## src/design/swg_pkg.sv

```systemverilog
// Shared widths, constants and types for the SwiGLU activation unit.
package swg_pkg;

   localparam int unsigned DATA_W   = 16;
   localparam int unsigned GU_W     = 2 * DATA_W;
   localparam int unsigned P_W      = 18;
   localparam int unsigned K_W      = 8;
   localparam int unsigned DEN_W    = 43;
   localparam int unsigned NUM_W    = 59;
   localparam int unsigned Q_W      = 17;
   localparam int unsigned K_LIMIT  = 24;

   localparam logic signed [17:0] LOG2E_Q16      = 18'sd94548;
   localparam logic signed [17:0] LN2_Q16        = 18'sd45426;
   localparam logic signed [17:0] HALF_Q16       = 18'sd32768;
   localparam logic signed [17:0] SIXTH_Q16      = 18'sd10923;
   localparam logic signed [17:0] TWENTYFOURTH_Q16 = 18'sd2731;

   // Sideband that rides alongside the sigmoid: up*gate and the vector marker.
   typedef struct packed {
      logic signed [GU_W-1:0] gate_up;
      logic                   last;
   } side_type;

endpackage

```

## src/design/swg_divider.sv

```systemverilog
// Restoring divider, one quotient bit per pipeline stage.
module swg_divider
   import swg_pkg::*;
(
   input  logic              clock,
   input  logic              reset,
   input  logic              in_valid,
   input  logic [NUM_W-1:0]  num,
   input  logic [DEN_W-1:0]  den,
   input  side_type          in_side,
   output logic              out_valid,
   output logic [Q_W-1:0]    quot,
   output side_type          out_side
);

   logic [NUM_W-1:0] rem_ff  [0:Q_W-2];
   logic [DEN_W-1:0] den_ff  [0:Q_W-2];
   logic [Q_W-1:0]   q_ff    [0:Q_W-1];
   side_type         side_ff [0:Q_W-1];
   logic             v_ff    [0:Q_W-1];

   for (genvar j = 0; j < Q_W; j++) begin : g_stage
      localparam int unsigned BIT = Q_W - 1 - j;
      logic [NUM_W-1:0] rem_cur;
      logic [DEN_W-1:0] den_cur;
      logic [Q_W-1:0]   q_cur;
      side_type         side_cur;
      logic             v_cur;
      logic [NUM_W-1:0] trial;
      logic             take;
      logic [Q_W-1:0]   q_in;

      // first stage takes the operands straight from the ports
      if (j == 0) begin : g_head
         assign rem_cur  = num;
         assign den_cur  = den;
         assign q_cur    = '0;
         assign side_cur = in_side;
         assign v_cur    = in_valid;
      end else begin : g_body
         assign rem_cur  = rem_ff[j-1];
         assign den_cur  = den_ff[j-1];
         assign q_cur    = q_ff[j-1];
         assign side_cur = side_ff[j-1];
         assign v_cur    = v_ff[j-1];
      end

      always_comb begin
         trial  = NUM_W'(den_cur) << BIT;
         take   = rem_cur >= trial;
         q_in   = q_cur;
         q_in[BIT] = take;
      end

      always_ff @(posedge clock) begin
         if (reset) begin
            v_ff[j] <= 1'b0;
         end else begin
            v_ff[j] <= v_cur;
         end
      end

      always_ff @(posedge clock) begin
         q_ff[j]    <= q_in;
         side_ff[j] <= side_cur;
      end

      // the last stage needs no remainder
      if (j < Q_W - 1) begin : g_pass
         always_ff @(posedge clock) begin
            rem_ff[j] <= take ? rem_cur - trial : rem_cur;
            den_ff[j] <= den_cur;
         end
      end
   end

   assign out_valid = v_ff[Q_W-1];
   assign quot      = q_ff[Q_W-1];
   assign out_side  = side_ff[Q_W-1];

endmodule

```

## config.mk

```make
export PLATFORM = sky130hd
export DESIGN_NAME = swg_divider
export DESIGN_NICKNAME = d
export VERILOG_FILES = /design/src/design/swg_pkg.sv /design/src/design/swg_divider.sv
export SDC_FILE = /design/constraint.sdc
export NUM_CORES = 2
export LEC_CHECK = 0
export BUFFER_PORTS_ARGS = -buffer_cell sky130_fd_sc_hd__buf_2
export CORE_AREA = 2 2 307 536
export CTS_CLUSTER_DIAMETER = 60
export DETAILED_ROUTE_END_ITERATION = 8
export DIE_AREA = 0 0 309 538
export GPL_TIMING_DRIVEN = 0
export PLACE_DENSITY = 0.86
export SYNTH_ARGS = -nofsm -noshare
export SYNTH_HDL_FRONTEND = slang
export SYNTH_SLANG_ARGS = --single-unit
```

## constraint.sdc

```tcl
create_clock -name clock -period 8.4 [get_ports clock]
set_input_delay 2.52 -clock clock [delete_from_list [all_inputs] [get_ports clock]]
set_output_delay 2.52 -clock clock [all_outputs]
set_load 0.1 [all_outputs]
```

-- Word level (Yosys, flattened, before mapping)
Memories as Yosys holds them, arrays and structs flattened.
Cells that the tools add are included.
- memories kept: 5
- output and inout port bits: 51
- bits in latches: 0
- ROM bits: 0
- register bits after elaboration: 0
- RAM bits: 2499
- input port bits: 138
- div/mod/pow operators: 0
- bitwise gates (word level): 17
- shift operators: 0
- reduce and logical (&&, ||, !) cells: 0
- add/subtract/negate cells: 16
- mux-type cells: 36
- multipliers: 0
- equal/unequal tests: 0
- order comparisons: 17
- memory list (name ; depth ; width ; rd ports ; clocked after Yosys merged registers in ; write ports ; RTL line ; text):
    rem_ff ; 16 ; 59 ; 16 ; 0 ; 16 ; swg_divider.sv:16 ; logic [NUM_W-1:0] rem_ff [0:Q_W-2];
    den_ff ; 16 ; 43 ; 16 ; 0 ; 16 ; swg_divider.sv:17 ; logic [DEN_W-1:0] den_ff [0:Q_W-2];
    side_ff ; 17 ; 33 ; 17 ; 0 ; 17 ; swg_divider.sv:19 ; side_type side_ff [0:Q_W-1];
    q_ff ; 17 ; 17 ; 17 ; 0 ; 17 ; swg_divider.sv:18 ; logic [Q_W-1:0] q_ff [0:Q_W-1];
    v_ff ; 17 ; 1 ; 17 ; 0 ; 17 ; swg_divider.sv:20 ; logic v_ff [0:Q_W-1];
- operators by type and width (cell ; count):
    $mux W59 ; 16
    $ge A59 B43 Y1 ; 1
    $ge A59 B44 Y1 ; 1
    $ge A59 B45 Y1 ; 1
    $ge A59 B46 Y1 ; 1
    $ge A59 B47 Y1 ; 1
    $ge A59 B48 Y1 ; 1
    $ge A59 B49 Y1 ; 1
    $ge A59 B50 Y1 ; 1
    $ge A59 B51 Y1 ; 1
    $ge A59 B52 Y1 ; 1
    $ge A59 B53 Y1 ; 1
    $ge A59 B54 Y1 ; 1
    $ge A59 B55 Y1 ; 1
    $ge A59 B56 Y1 ; 1
    $ge A59 B57 Y1 ; 1
    $ge A59 B58 Y1 ; 1
    $ge A59 B59 Y1 ; 1
    $sub A59 B44 Y59 ; 1
    $sub A59 B45 Y59 ; 1
    $sub A59 B46 Y59 ; 1
    $sub A59 B47 Y59 ; 1
    $sub A59 B48 Y59 ; 1
    $sub A59 B49 Y59 ; 1
    12 further kinds ; 47

-- Longest topological paths before layout
- word-level depth: 3
- gate-level depth with buffers: 18
- mapped depth without buffers: 17

-- Worst setup path after synthesis
Ideal clock, no wire load.
- path type: input-to-reg
- from: input port den[2]
- to: memory rem_ff[0][20]
- cell stages on the path: 13
- arrival: 5.449 ns
- setup time: 0.123 ns
- setup slack: 2.828 ns
- path through: inv_1 ha_1 o21ai_0 a21oi_1 o311ai_1 a21oi_1 a211oi_2 o31ai_1 a311o_1 a31o_2 a31oi_2 buf_2 mux2_1
- RTL lines (what ; RTL line ; text):
    start, declared ; swg_divider.sv:9 ; input logic [DEN_W-1:0] den,
    end, declared ; swg_divider.sv:16 ;

==> flow_summary_export.csv <==
group,metric,value,unit
run_status,status,"finished with violations",
run_status,violations,"max-capacitance violations, max-slew violations",
power,p_comb_frac,0.449,
sta,fin_crit_sh,0.925,
final_layout,final_cells,13184,
yosys,muxShareOfSynthArea,0.0155,
sta,finalSetupTns,0,ns
clocking,cts_buffers,208,
yosys,synthAdderAreaFrac,0.0965,
floorplanning,die_h,538,µm
global_route,grt_overflow,0,
detailed_routing,wl_per_cell,25.4,µm
setup_path,cp_max_fo,10,
yosys,synth_xor_area_frac,0.0649,
detailed_routing,firstDrtPassIters,8,
power,power_switching,19.1,mW
worst_hold_path,hold_path_depth,0,
final_layout,post_route_cells_drive_above_1_share,0.0741,
global_route,track_usage,0.400,
sta,setup_violations,0,
setup_path,cp_num_buf_inv,3,
setup_path,path_cells,"buf_2 -> inv_1 -> ha_1 -> nand2b_1 -> a21oi_1 -> o311ai_1 -> a21oi_1 -> a211oi_2 -> o31ai_1 -> a311o_1 -> a31o_2 -> a31oi_2 -> clkbuf_1 -> nand2_1 -> o31ai_1",
clocking,path_clk_slew,0.07,ns
power,p_leak,49.4,nW
setup_path,max_stage_delay,1.13,ns
power,ir_drop,0.000271,V
floorplanning,rows,196,
sta,rsz0062_at_grt,"no",
worst_hold_path,hold-path-endpoint,"q_ff[0][241]$_DFF_P_",
clocking,postCtsResizedCells,0,
setup_path,cp-end-kind,"flip-flop",
yosys,synth_fp_nets,11279,
global_route,antenna_found_initial,39,
setup_path,crit_start,"den[1]",
power,p_per_area,429,nW/µm²
yosys,synth.avg_cell_area,9.43,µm²
floorplanning,io_pins,189,
final_layout,final_common_cell,"dfxtp_1",
yosys,synth_cells,10394,
clocking,clock_latency,0.88,ns
worst_hold_path,worstHoldPathType,"flip-flop to flip-flop",
yosys,synth-seq-area-share,0.482,
placement,placed_cells,12769,
clocking,cts_root_buf,"clkbuf_16",
yosys,yosys.area_share.simple,0.121,
floorplanning,die_w,309,µm
yosys,async_flop_share,0,
worst_hold_path,min-delay-start,"q_ff[0][224]$_DFF_P_",
setup_path,r2r-end,"rem_ff[0][228]$_DFF_P_",
sta,tightest_slew,1.55,ns
sta,setup_ws,0.631,ns
clocking,clockBufferDepth,4,
power,power_switching_share,0.408,
sta,fin_skew,0.0726,ns
power,pwr-share-clk,0.215,
detailed_routing,drc,0,
yosys,yosysWarnings,0,
setup_path,cpLargestDelayFamily,"compound AO/OA/AOI/OAI gates",
clocking,cts_tree,"built",
setup_path,r2r_cells,13,
detailed_routing,ant_nets,0,
placement,dp_hpwl,259000,µm
clocking,ctsHoldBuffers,0,
global_route,grt_pass1_wl,492000,µm
yosys,ys_seq_elements,2363,
floorplanning,initial_utilization,0.604,
detailed_routing,drt_iter0_drc,5404,
setup_path,slowest_stage,"clkbuf_1",
clocking,post_cts_buffers,0,
sta,min_period,7.77,ns
yosys,synth_cell_types,109,
setup_path,required,9.16,ns
flow_run,drv_cap,3,
floorplanning,dieArea,166000,µm²
sta,slew_viol_final,3,
final_layout,final_nets,11686,
power,fin_total_pwr,46.8,mW
yosys,synth_compound_gate_area_share,0.172,
global_route,grt_pass1_vias,85015,
placement,gp_congestion,1.07,
power,internal-power,27.7,mW
sta,hold_viol,0,
detailed_routing,finalWirelength,335000,µm
placement,portBuffers,188,
setup_path,crit_arrival,8.53,ns
clocking,clock-sinks,2363,
setup_path,r2r-start,"den_ff[0][96]$_DFF_P_",
setup_path,rrSetupSlack,1.78,ns
global_route,grt_max_degree,19,
detailed_routing,num_vias,79004,
power,p_seq_frac,0.336,
sta,fmax,129,MHz
yosys,ys.flop_type,"dfxtp_1",
detailed_routing,via_per_inst,5.99,
final_layout,layout_common_cells,"2363 x dfxtp_1, 961 x a21oi_1, 928 x inv_1",
floorplanning,core,162000,µm²
yosys,syn_area,98100,µm²
setup_path,critPathLaunchType,"primary input",
yosys,synth_edf_count,0,
sta,relSlewSlack,-0.0432,
placement,place_ws,0.277,ns
final_layout,syn2layout_area_growth,11.3,%
clocking,htreeDepth,4,
setup_path,path_class,"primary input to flip-flop",
yosys,synth_top_family_by_area,"compound AO/OA/AOI/OAI gates",
how the worst max path moves through the flow:
stage                                       end  depth (start not counted)
after floorplan           rem_ff[0][20]$_DFF_P_                         13
after global placement    rem_ff[0][19]$_DFF_P_                         13
after detailed placement  rem_ff[0][40]$_DFF_P_                         15
after CTS                 rem_ff[0][40]$_DFF_P_                         15
after global routing      rem_ff[0][40]$_DFF_P_                         15
final                     rem_ff[0][19]$_DFF_P_                         15
through the flow:
| stage | hold WS, ns | utilization | area (µm²) |
|---|---|---|---|
| global route | 0.285 | 0.672 | 109000 |
| floorplan | 0.310 | - | 98100 |
| CTS | 0.284 | 0.672 | 109000 |
| global placement | 0.309 | 0.627 | 102000 |
| detailed placement | 0.312 | 0.627 | 102000 |
| finish | 0.282 | 0.672 | 109000 |
power groups by stage:
stage | Combinational, mW | Sequential (mW) | Clock, mW
after detailed placement | 20.0 | 15.8 | 0
after global routing | 22.7 | 15.9 | 10.5
after global placement | 19.5 | 15.7 | 0
after CTS | 20.4 | 15.6 | 10.1
after floorplan | 14.6 | 15.3 | 0
final | 21.0 | 15.7 | 10.1
routing by layer:
metal  wire length [µm]  track usage  share of wire
met5                 70            0        0.00021
met3              15700       0.0757          0.047
met1              84400        0.267           0.25
met2             179000        0.765           0.53
met4              56000        0.560           0.17
worst reg2reg max path: stages, from the launching register on:
cell       delay (ns)
dfxtp_1          0.40
inv_1            0.07
ha_1             0.37
nand3_1          0.28
nor3_1           0.75
o21ai_1          0.37
a21oi_1          0.41
o21ai_1          0.37
a2111oi_2        0.76
nor3_1           0.15
o31ai_1          1.07
clkbuf_1         1.14
nor2_1           0.11
a21oi_1          0.30
synth_stat cells (73+ instances only):
cell         n  share of area
dfxtp_1   2363           0.48
a21oi_1    961          0.049
inv_1      928          0.036
nand2_1    786          0.030
ha_1       731          0.093
nor2_1     596          0.023
o21ai_0    585          0.030
xnor2_1    407          0.036
a21o_1     403          0.031
xor2_1     320          0.029
clkbuf_1   227         0.0087
nand3_1    174         0.0089
nand4_1    164          0.010
nor3_1     125         0.0064
o21ai_1    120         0.0061
nand2b_1   118         0.0075
nor2b_1    114         0.0073
o21bai_1   111         0.0085
mux2_2      96          0.011
nor4_1      86         0.0055
o21a_1      76         0.0058
and3_1      73         0.0047
final cells by class:
type	count	area, µm²
fillers	12359	53200
clock inverters	117	1410
repair buffers	197	1010
plain buffers	285	1150
inverters	934	3510
diodes	41	103
clock buffers	257	5750
well taps	2178	2730
flip-flops and latches	2363	47300
multi-input cells	6812	46200
sequential cells by signal, summed over array words and instances, names as in the netlist:
register	count
rem_ff	944
v_ff	17
q_ff	153
den_ff	688
side_ff	561
logic make-up after synthesis:
| logic type | count (synthesis) |
|---|---|
| AOI/OAI and AO/OA | 2736 |
| and+or+nand+nor | 2466 |
| DFF | 2363 |
| buffers and inverters | 1219 |
| adders and majority gates | 747 |
| xor gates and xnor gates | 727 |
| muxes | 136 |
(Power assumes the default switching activity.)
