[config.mk]
export PLATFORM = sky130hd
export DESIGN_NAME = swg_sig_front
export DESIGN_NICKNAME = d
export VERILOG_FILES = /design/src/design/swg_pkg.sv /design/src/design/swg_sig_front.sv
export SDC_FILE = /design/constraint.sdc
export NUM_CORES = 2
export LEC_CHECK = 0
export BUFFER_PORTS_ARGS = -buffer_cell sky130_fd_sc_hd__clkbuf_2
export CORE_MARGIN = 2
export CORE_UTILIZATION = 25
export DETAILED_ROUTE_END_ITERATION = 7
export PLACE_DENSITY = 0.37
export SYNTH_ARGS = -nofsm -noshare
export SYNTH_HDL_FRONTEND = slang
export SYNTH_SLANG_ARGS = --single-unit
[constraint.sdc]
create_clock -name clock -period 9 [get_ports clock]
set_input_delay 0.45 -clock clock [delete_from_list [all_inputs] [get_ports clock]]
set_output_delay 0.45 -clock clock [all_outputs]
set_load 0.05 [all_outputs]
[src/design/swg_pkg.sv]
// Shared widths, constants and types for the SwiGLU activation unit.
package swg_pkg;

   localparam int unsigned DATA_W   = 16;
   localparam int unsigned GU_W     = 2 * DATA_W;
   localparam int unsigned P_W      = 18;
   localparam int unsigned K_W      = 8;
   localparam int unsigned DEN_W    = 43;
   localparam int unsigned NUM_W    = 59;
   localparam int unsigned Q_W      = 17;
   localparam int unsigned K_LIMIT  = 24;

   localparam logic signed [17:0] LOG2E_Q16      = 18'sd94548;
   localparam logic signed [17:0] LN2_Q16        = 18'sd45426;
   localparam logic signed [17:0] HALF_Q16       = 18'sd32768;
   localparam logic signed [17:0] SIXTH_Q16      = 18'sd10923;
   localparam logic signed [17:0] TWENTYFOURTH_Q16 = 18'sd2731;

   // Sideband that rides alongside the sigmoid: up*gate and the vector marker.
   typedef struct packed {
      logic signed [GU_W-1:0] gate_up;
      logic                   last;
   } side_type;

endpackage

[src/design/swg_sig_front.sv]
// Sigmoid front end: exponent split, Taylor series for 2^r, divider operands.
module swg_sig_front
   import swg_pkg::*;
(
   input  logic                    clock,
   input  logic                    reset,
   input  logic                    in_valid,
   input  logic signed [DATA_W-1:0] gate,
   input  logic signed [DATA_W-1:0] up,
   input  logic                    last,
   output logic                    out_valid,
   output logic [NUM_W-1:0]        num,
   output logic [DEN_W-1:0]        den,
   output side_type                side
);

   // round to nearest, ties upward, by 2^16
   function automatic logic signed [15:0] rnd16(input logic signed [33:0] v);
      logic signed [33:0] w;
      w = (v + 34'sd32768) >>> 16;
      return w[15:0];
   endfunction

   logic [6:0] v_ff;
   side_type   s1_ff, s2_ff, s3_ff, s4_ff, s5_ff, s6_ff, s7_ff;

   // stage 1: x = gate * log2(e), clamped
   logic signed [33:0] px;
   logic signed [33:0] xr;
   logic signed [23:0] x_in, x_ff;
   side_type           s1_in;

   always_comb begin
      px = gate * LOG2E_Q16;
      xr = (px + 34'sd128) >>> 8;
      if (xr < -34'sd8388608) begin
         x_in = -24'sd8388608;
      end else if (xr > 34'sd8323072) begin
         x_in = 24'sd8323072;
      end else begin
         x_in = xr[23:0];
      end
      s1_in.gate_up = gate * up;
      s1_in.last    = last;
   end

   // stage 2: split into k and r, t = r * ln2
   logic signed [24:0]  xs;
   logic signed [15:0]  r;
   logic signed [33:0]  pt;
   logic signed [K_W-1:0] k_in, k2_ff, k3_ff, k4_ff, k5_ff, k6_ff;
   logic signed [15:0]  t_in, t2_ff_t, t3_ff_t, t4_ff_t, t5_ff_t;

   always_comb begin
      xs   = {x_ff[23], x_ff} + 25'sd32768;
      k_in = xs[23:16];
      r    = {~xs[15], xs[14:0]};
      pt   = r * LN2_Q16;
      t_in = rnd16(pt);
   end

   // stages 3 to 5: powers of t and their weighted terms
   logic signed [15:0] tsq_in, tsq3_ff, tsq4_ff;
   logic signed [15:0] tcu_in, tcu4_ff;
   logic signed [15:0] tqu_in, hq_in, sx_in, tqu5_ff, hq5_ff, sx5_ff;

   always_comb begin
      tsq_in = rnd16(34'(t2_ff_t * t2_ff_t));
      tcu_in = rnd16(34'(tsq3_ff * t3_ff_t));
      tqu_in = rnd16(34'(tcu4_ff * t4_ff_t));
      hq_in  = rnd16(34'(tsq4_ff * HALF_Q16));
      sx_in  = rnd16(34'(tcu4_ff * SIXTH_Q16));
   end

   // stage 6: p = 2^r in Q.16
   logic signed [15:0] w4;
   logic signed [19:0] psum;
   logic [P_W-1:0]     p_ff;

   always_comb begin
      w4   = rnd16(34'(tqu5_ff * TWENTYFOURTH_Q16));
      psum = 20'sd65536 + 20'(t5_ff_t) + 20'(hq5_ff) + 20'(sx5_ff) + 20'(w4);
   end

   // stage 7: divider operands
   logic signed [K_W-1:0] kc, nk;
   logic [DEN_W-2:0]      a, b;
   logic [DEN_W-1:0]      den_in;
   logic [NUM_W-1:0]      num_in;

   always_comb begin
      if (k6_ff > 8'sd24) begin
         kc = 8'sd24;
      end else if (k6_ff < -8'sd24) begin
         kc = -8'sd24;
      end else begin
         kc = k6_ff;
      end
      nk = -kc;
      if (kc >= 8'sd0) begin
         a = (DEN_W-1)'(p_ff) << kc[4:0];
         b = (DEN_W-1)'(65536);
      end else begin
         a = (DEN_W-1)'(p_ff);
         b = (DEN_W-1)'(65536) << nk[4:0];
      end
      den_in = {1'b0, a} + {1'b0, b};
      num_in = {1'b0, a, 16'b0} + NUM_W'(den_in >> 1);
   end

   always_ff @(posedge clock) begin
      if (reset) begin
         v_ff <= '0;
      end else begin
         v_ff <= {v_ff[5:0], in_valid};
      end
   end

   always_ff @(posedge clock) begin
      x_ff    <= x_in;
      s1_ff   <= s1_in;
      k2_ff   <= k_in;
      t2_ff_t <= t_in;
      s2_ff   <= s1_ff;
      tsq3_ff <= tsq_in;
      t3_ff_t <= t2_ff_t;
      k3_ff   <= k2_ff;
      s3_ff   <= s2_ff;
      tcu4_ff <= tcu_in;
      tsq4_ff <= tsq3_ff;
      t4_ff_t <= t3_ff_t;
      k4_ff   <= k3_ff;
      s4_ff   <= s3_ff;
      tqu5_ff <= tqu_in;
      hq5_ff  <= hq_in;
      sx5_ff  <= sx_in;
      t5_ff_t <= t4_ff_t;
      k5_ff   <= k4_ff;
      s5_ff   <= s4_ff;
      p_ff    <= psum[P_W-1:0];
      k6_ff   <= k5_ff;
      s6_ff   <= s5_ff;
      num     <= num_in;
      den     <= den_in;
      s7_ff   <= s6_ff;
   end

   assign out_valid = v_ff[6];
   assign side      = s7_ff;

endmodule

== After elaboration in Yosys (flattened, before gate mapping) ==
Cells that the tools add are included.
Word-level totals
  bits of input ports: 36
  logic and storage cells: 73
  output and inout bits: 136
  register bits after elaboration: 582
Cells by class
  $mul: 8
  reduce and logical (&&, ||, !) cells: 1
  shift operators: 2
  mux-type cells: 5
  $add $sub $neg: 16
  bitwise gates (word level): 1
  $lt $le $gt $ge: 5
Operators with widths (number)
  $add 32x17->32 const B: 4
  $mul 16x16->32: 4
  $mux 42: 2
  $add 31x17->32 const B: 2
  $add 58x42->59: 1
  $add 42x42->43: 1
  $shl 17x5->42 const A: 1
  $shl 18x5->42: 1
  $add 18x16->18: 2
  $add 34x9->34 const B: 1
  $mul 16x16->32 const B: 1
  $mul 16x15->31 const B: 1
  $mul 16x16->31 const B: 1
  $add 29x17->30 const B: 1
  $mul 16x13->29 const B: 1
  $gt 26x24->1 const B: 1
  $lt 26x24->1 const B: 1
  $add 24x17->24 const B: 1
  $mux 24: 1
  $add 18x14->18: 1
  $add 18x16->18 const A: 1
  $mux 8: 2
  $ge 8x1->1 const B: 1
  $gt 8x6->1 const B: 1
  other kinds (4): 4

== Logic depth before layout (Yosys ltp) ==
  depth in word-level cells: 8
  gate-level depth with buffers: 38
  gate-level depth less buffers: 38

== Worst setup path after synthesis ==
No wires, ideal clock.
  path kind: flip-flop to flip-flop
  start: register tqu5_ff[12]
  end: register p_ff[16]
  period minus slack after synthesis: 7.925 ns
  data arrival time: 7.792 ns
  stages on the path, launching flop included: 37
  setup time: 0.133 ns
  data required time: 8.867 ns
  setup slack: 1.075 ns
  path buffers: 0
  path through: dfxtp_1 > ha_1 > inv_1 > fa_1 > inv_1 > fa_1 > inv_1 > fa_1 > inv_1 > fa_1 > ha_1 > ha_1 > nor3_1 > nand2_1 > a21oi_1 > nor2_1 > o21ai_0 > a21oi_1 > o21a_1 > or2_2 > fa_1 > inv_1 > ha_1 > ha_1 > fa_1 > a21o_1 > a21oi_1 > o21bai_1 > a21oi_1 > o21bai_1 > a21oi_1 > o21bai_1 > a21oi_1 > o21bai_1 > a21oi_1 > mux2i_1 > o2111ai_1
On the way
  longest elaborated chain between the ends: 3
Ends and longest elaborated chain
  start, declared: RTL line swg_sig_front.sv:65  | logic signed [15:0] tqu_in, hq_in, sx_in, tqu5_ff, hq5_ff, sx5_ff;
  start signal, assigned: RTL line swg_sig_front.sv:134  | tqu5_ff <= tqu_in;
  $mul 16x13->29: RTL line swg_sig_front.sv:81  | w4 = rnd16(34'(tqu5_ff * TWENTYFOURTH_Q16));
  $add 29x17->30: RTL line swg_sig_front.sv:20  | w = (v + 34'sd32768) >>> 16;
  $add 18x14->18: RTL line swg_sig_front.sv:82  | psum = 20'sd65536 + 20'(t5_ff_t) + 20'(hq5_ff) + 20'(sx5_ff) + 20'(w4);
  via psum[16]: RTL line swg_sig_front.sv:77  | logic signed [19:0] psum;
  end signal, assigned: RTL line swg_sig_front.sv:140  | p_ff <= psum[P_W-1:0];
  end, declared: RTL line swg_sig_front.sv:78  | logic [P_W-1:0] p_ff;
The timed path passes the listed nets, and every way through them passes these cells.
A chain may end at the register's enable or synchronous reset.

== Final worst setup path ==
  start: register tqu5_ff[10]
  end: register p_ff[16]
Same word-level chain as after synthesis.

==> impl_metrics.env <==
export IMPL_first_global_vias=55520
export IMPL_endpoint_kind="flop"
export IMPL_busiest_layer="met2"
export IMPL_synth_cells=7561
export IMPL_maxCapViolations=0
export IMPL_seq_area_frac_synth_pct=15.38
export IMPL_synth_edf_count=0
export IMPL_ys_top_cells_by_area="fa_1, dfxtp_1, ha_1"
export IMPL_dp_hpwl_mm=179.1
export IMPL_yosysWarnings=0
export IMPL_portBuffers=171
export IMPL_routed_wl_mm=211.4
export IMPL_min_period_ns=8.388
export IMPL_rows=199
export IMPL_ys_types=85
export IMPL_slowest_stage="fa_1"
export IMPL_grt_max_degree=49
export IMPL_routedWlPerCell_um=17.96
export IMPL_track_usage_pct=14.38
export IMPL_dieArea_mm2=0.2991
export IMPL_clk_pin_slew_ns=0.06
export IMPL_htreeDepth=3
export IMPL_clkLatencyLatePin_ns=0.78
export IMPL_cp_max_fo=4
export IMPL_finish_instance_area_mm2=0.08269
export IMPL_fin_crit_sh_pct=93.20
export IMPL_synth_top_cell_by_area="fa_1"
export IMPL_reg2reg_from="tqu5_ff[10]"
export IMPL_antenna_found_initial=3
export IMPL_synth_seq_cells=566
export IMPL_r2r_end="p_ff[16]"
export IMPL_syn_mean_instance_area_um2=9.746
export IMPL_met3_usage_pct=1.301
export IMPL_async_reset_ff_share_pct=0
export IMPL_cts_tree="yes"
export IMPL_drtPass1Iterations=7
export IMPL_hp_class="reg2reg"
export IMPL_viasPerCell=4.179
export IMPL_status="finished, final reports clean"
export IMPL_pin_count=172
export IMPL_ys_flop_type="dfxtp_1"
export IMPL_setup_violations=0
export IMPL_synth_nets=9867
export IMPL_hold_violations=0
export IMPL_crit_path_end="p_ff[16]"
export IMPL_cts_buffer_depth=4
export IMPL_max_freq_ghz=0.1192
export IMPL_start_util_pct=25.10
export IMPL_startpoint="tqu5_ff[10]"
export IMPL_drc=0
export IMPL_ff2ff_setup_slack_ns=0.61
export IMPL_core_area_mm2=0.2936
export IMPL_setup_ws_ns=0.6118
export IMPL_clockRootBuffer="clkbuf_16"
export IMPL_netlist_area_leader_share_pct=38.11
export IMPL_num_vias=49200
export IMPL_layout_commonest_cell="inv_1"
export IMPL_cp_start_kind="flop"
export IMPL_synthesis_area_mm2=0.07369
export IMPL_place_ws_ns=0.2413
export IMPL_slew_violations=0
export IMPL_synthToLayoutAreaGrowth_pct=12.20
export IMPL_cp_required_ns=9.62
export IMPL_fin_skew_ns=0.06521
export IMPL_die_w_um=546.9
export IMPL_arrival_ns=9.01
export IMPL_gr_usage_met2_pct=26.41
export IMPL_post_dp_cell_area_mm2=0.08001
export IMPL_finalSetupTns_ns=0
export IMPL_tightest_slew_ns=1.062
export IMPL_postRouteAntennaNets=0
export IMPL_gr_usage_met1_pct=17.64
export IMPL_cts_made_buffers=78
export IMPL_worstSetupPathType="reg2reg"
export IMPL_slew_headroom_pct=29.20
export IMPL_grt_pass1_wl_mm=332.9
export IMPL_place_gp_congestion=0.8520
export IMPL_cts_sinks=566
export IMPL_slowest_delay_ns=0.54
export IMPL_drive_above_1_share_pct=6.878
export IMPL_die_h_um=546.9
export IMPL_path_common_cell="fa_1"
export IMPL_gr_total_overflow=0
export IMPL_reg2regPathDepth=37
export IMPL_drt_iter0_markers=1875
export IMPL_finalNetCount=10100
export IMPL_layout_common_cells="inv_1, fa_1, ha_1"
-- worst min-delay path by stage --
stage / from / endpoint / slack, ns / cells after the start
final: k2_ff[4] / k3_ff[4] / 0.30 / 0
after global routing: s4_ff[10] / s5_ff[10] / 0.32 / 0
after CTS: s4_ff[10] / s5_ff[10] / 0.30 / 0
after detailed placement: s3_ff[23] / s4_ff[23] / 0.31 / 0
after global placement: k4_ff[4] / k5_ff[4] / 0.31 / 0
after floorplan: k2_ff[0] / k3_ff[0] / 0.31 / 0
-- area by class of cell --
cell class                      count  area [um^2]
Sequential cell                   566        11340
Timing Repair Buffer              353         2270
Tap cell                         3919         4903
Fill cell                       31170       210900
Clock inverter                     35        444.2
Antenna cell                        2        5.005
Multi-Input combinational cell   4888        54390
Inverter                         1909         7166
Clock buffer                      100         2165
-- worst max-delay path, delay by kind of cell (launching register included) --
kind,cells,cell delay [ns]
fa+ha+maj,11,4.23
mux,1,0.20
buf+inv,6,0.42
simple gates,4,0.71
compound gates,15,2.35
flops,1,0.35
-- cell families (layout without fill, tap and decap cells) --
family / after synthesis / count (layout) / share of synthesized area [%]
flip-flops: 566 / 566 / 15.38
multiplexers: 37 / 37 / 0.5178
XOR/XNOR: 326 / 326 / 3.885
AO/OA/AOI/OAI: 631 / 631 / 5.742
adder cells (fa/ha/maj): 2270 / 2270 / 52.83
buffers and inverters: 2107 / 2397 / 10.84
AND/OR/NAND/NOR: 1624 / 1624 / 10.80
other: 0 / 2 / 0
-- synth_stat cells, drive strengths merged, types with 11 or more instances --
cell type	n
and3	31
xor2	90
o2111ai	13
a22oi	12
clkbuf	163
nor3	82
ha	867
o21bai	30
xnor2	236
nand2b	54
a211oi	17
dfxtp	566
nor2b	41
nand3	76
o21ai	104
mux2i	28
o31ai	18
fa	1403
nor2	202
nand2	644
nor4	21
and2	372
a21oi	167
a21o	59
or2	17
nand4	36
a41oi	11
a31oi	30
inv	1906
buf	35
o211ai	16
o21a	38
-- metal layers --
layer | up-vias | routed length (um)
li1 | 23430 | -
met1 | 24830 | 90840
met2 | 697 | 108200
met3 | 236 | 5550
met4 | 0 | 6805
met5 | - | 0
-- sequential cells by signal, indices dropped and copies added (netlist names), 16 cells and up --
register / cells
den: 43
hq5_ff: 16
num: 43
p_ff: 18
s1_ff: 33
s2_ff: 33
s3_ff: 33
s4_ff: 33
s5_ff: 33
s6_ff: 33
side: 33
sx5_ff: 16
t2_ff_t: 16
t3_ff_t: 16
t4_ff_t: 16
t5_ff_t: 16
tcu4_ff: 16
tqu5_ff: 16
tsq3_ff: 16
tsq4_ff: 16
x_ff: 24
-- per-stage QoR --
| step | util, % | hold WS, ns | cells |
|---|---|---|---|
| detailed placement | 27.25 | 0.3121 | 11630 |
| floorplan | - | 0.3096 | 7561 |
| global route | 28.17 | 0.3186 | 11770 |
| global placement | 27.25 | 0.3111 | 11630 |
| finish | 28.17 | 0.2966 | 11770 |
| CTS | 28.16 | 0.3048 | 11770 |
-- timing repair --
action,in CTS,in global routing
resized for setup,0,7
buffers inserted,0,1
hold buffers,4,0
setup endpoints to repair,0,3
hold endpoints to repair,8,0
Power is not shown: default switching activity piles up to over one toggle a cycle in this logic, so the estimate is an artifact.
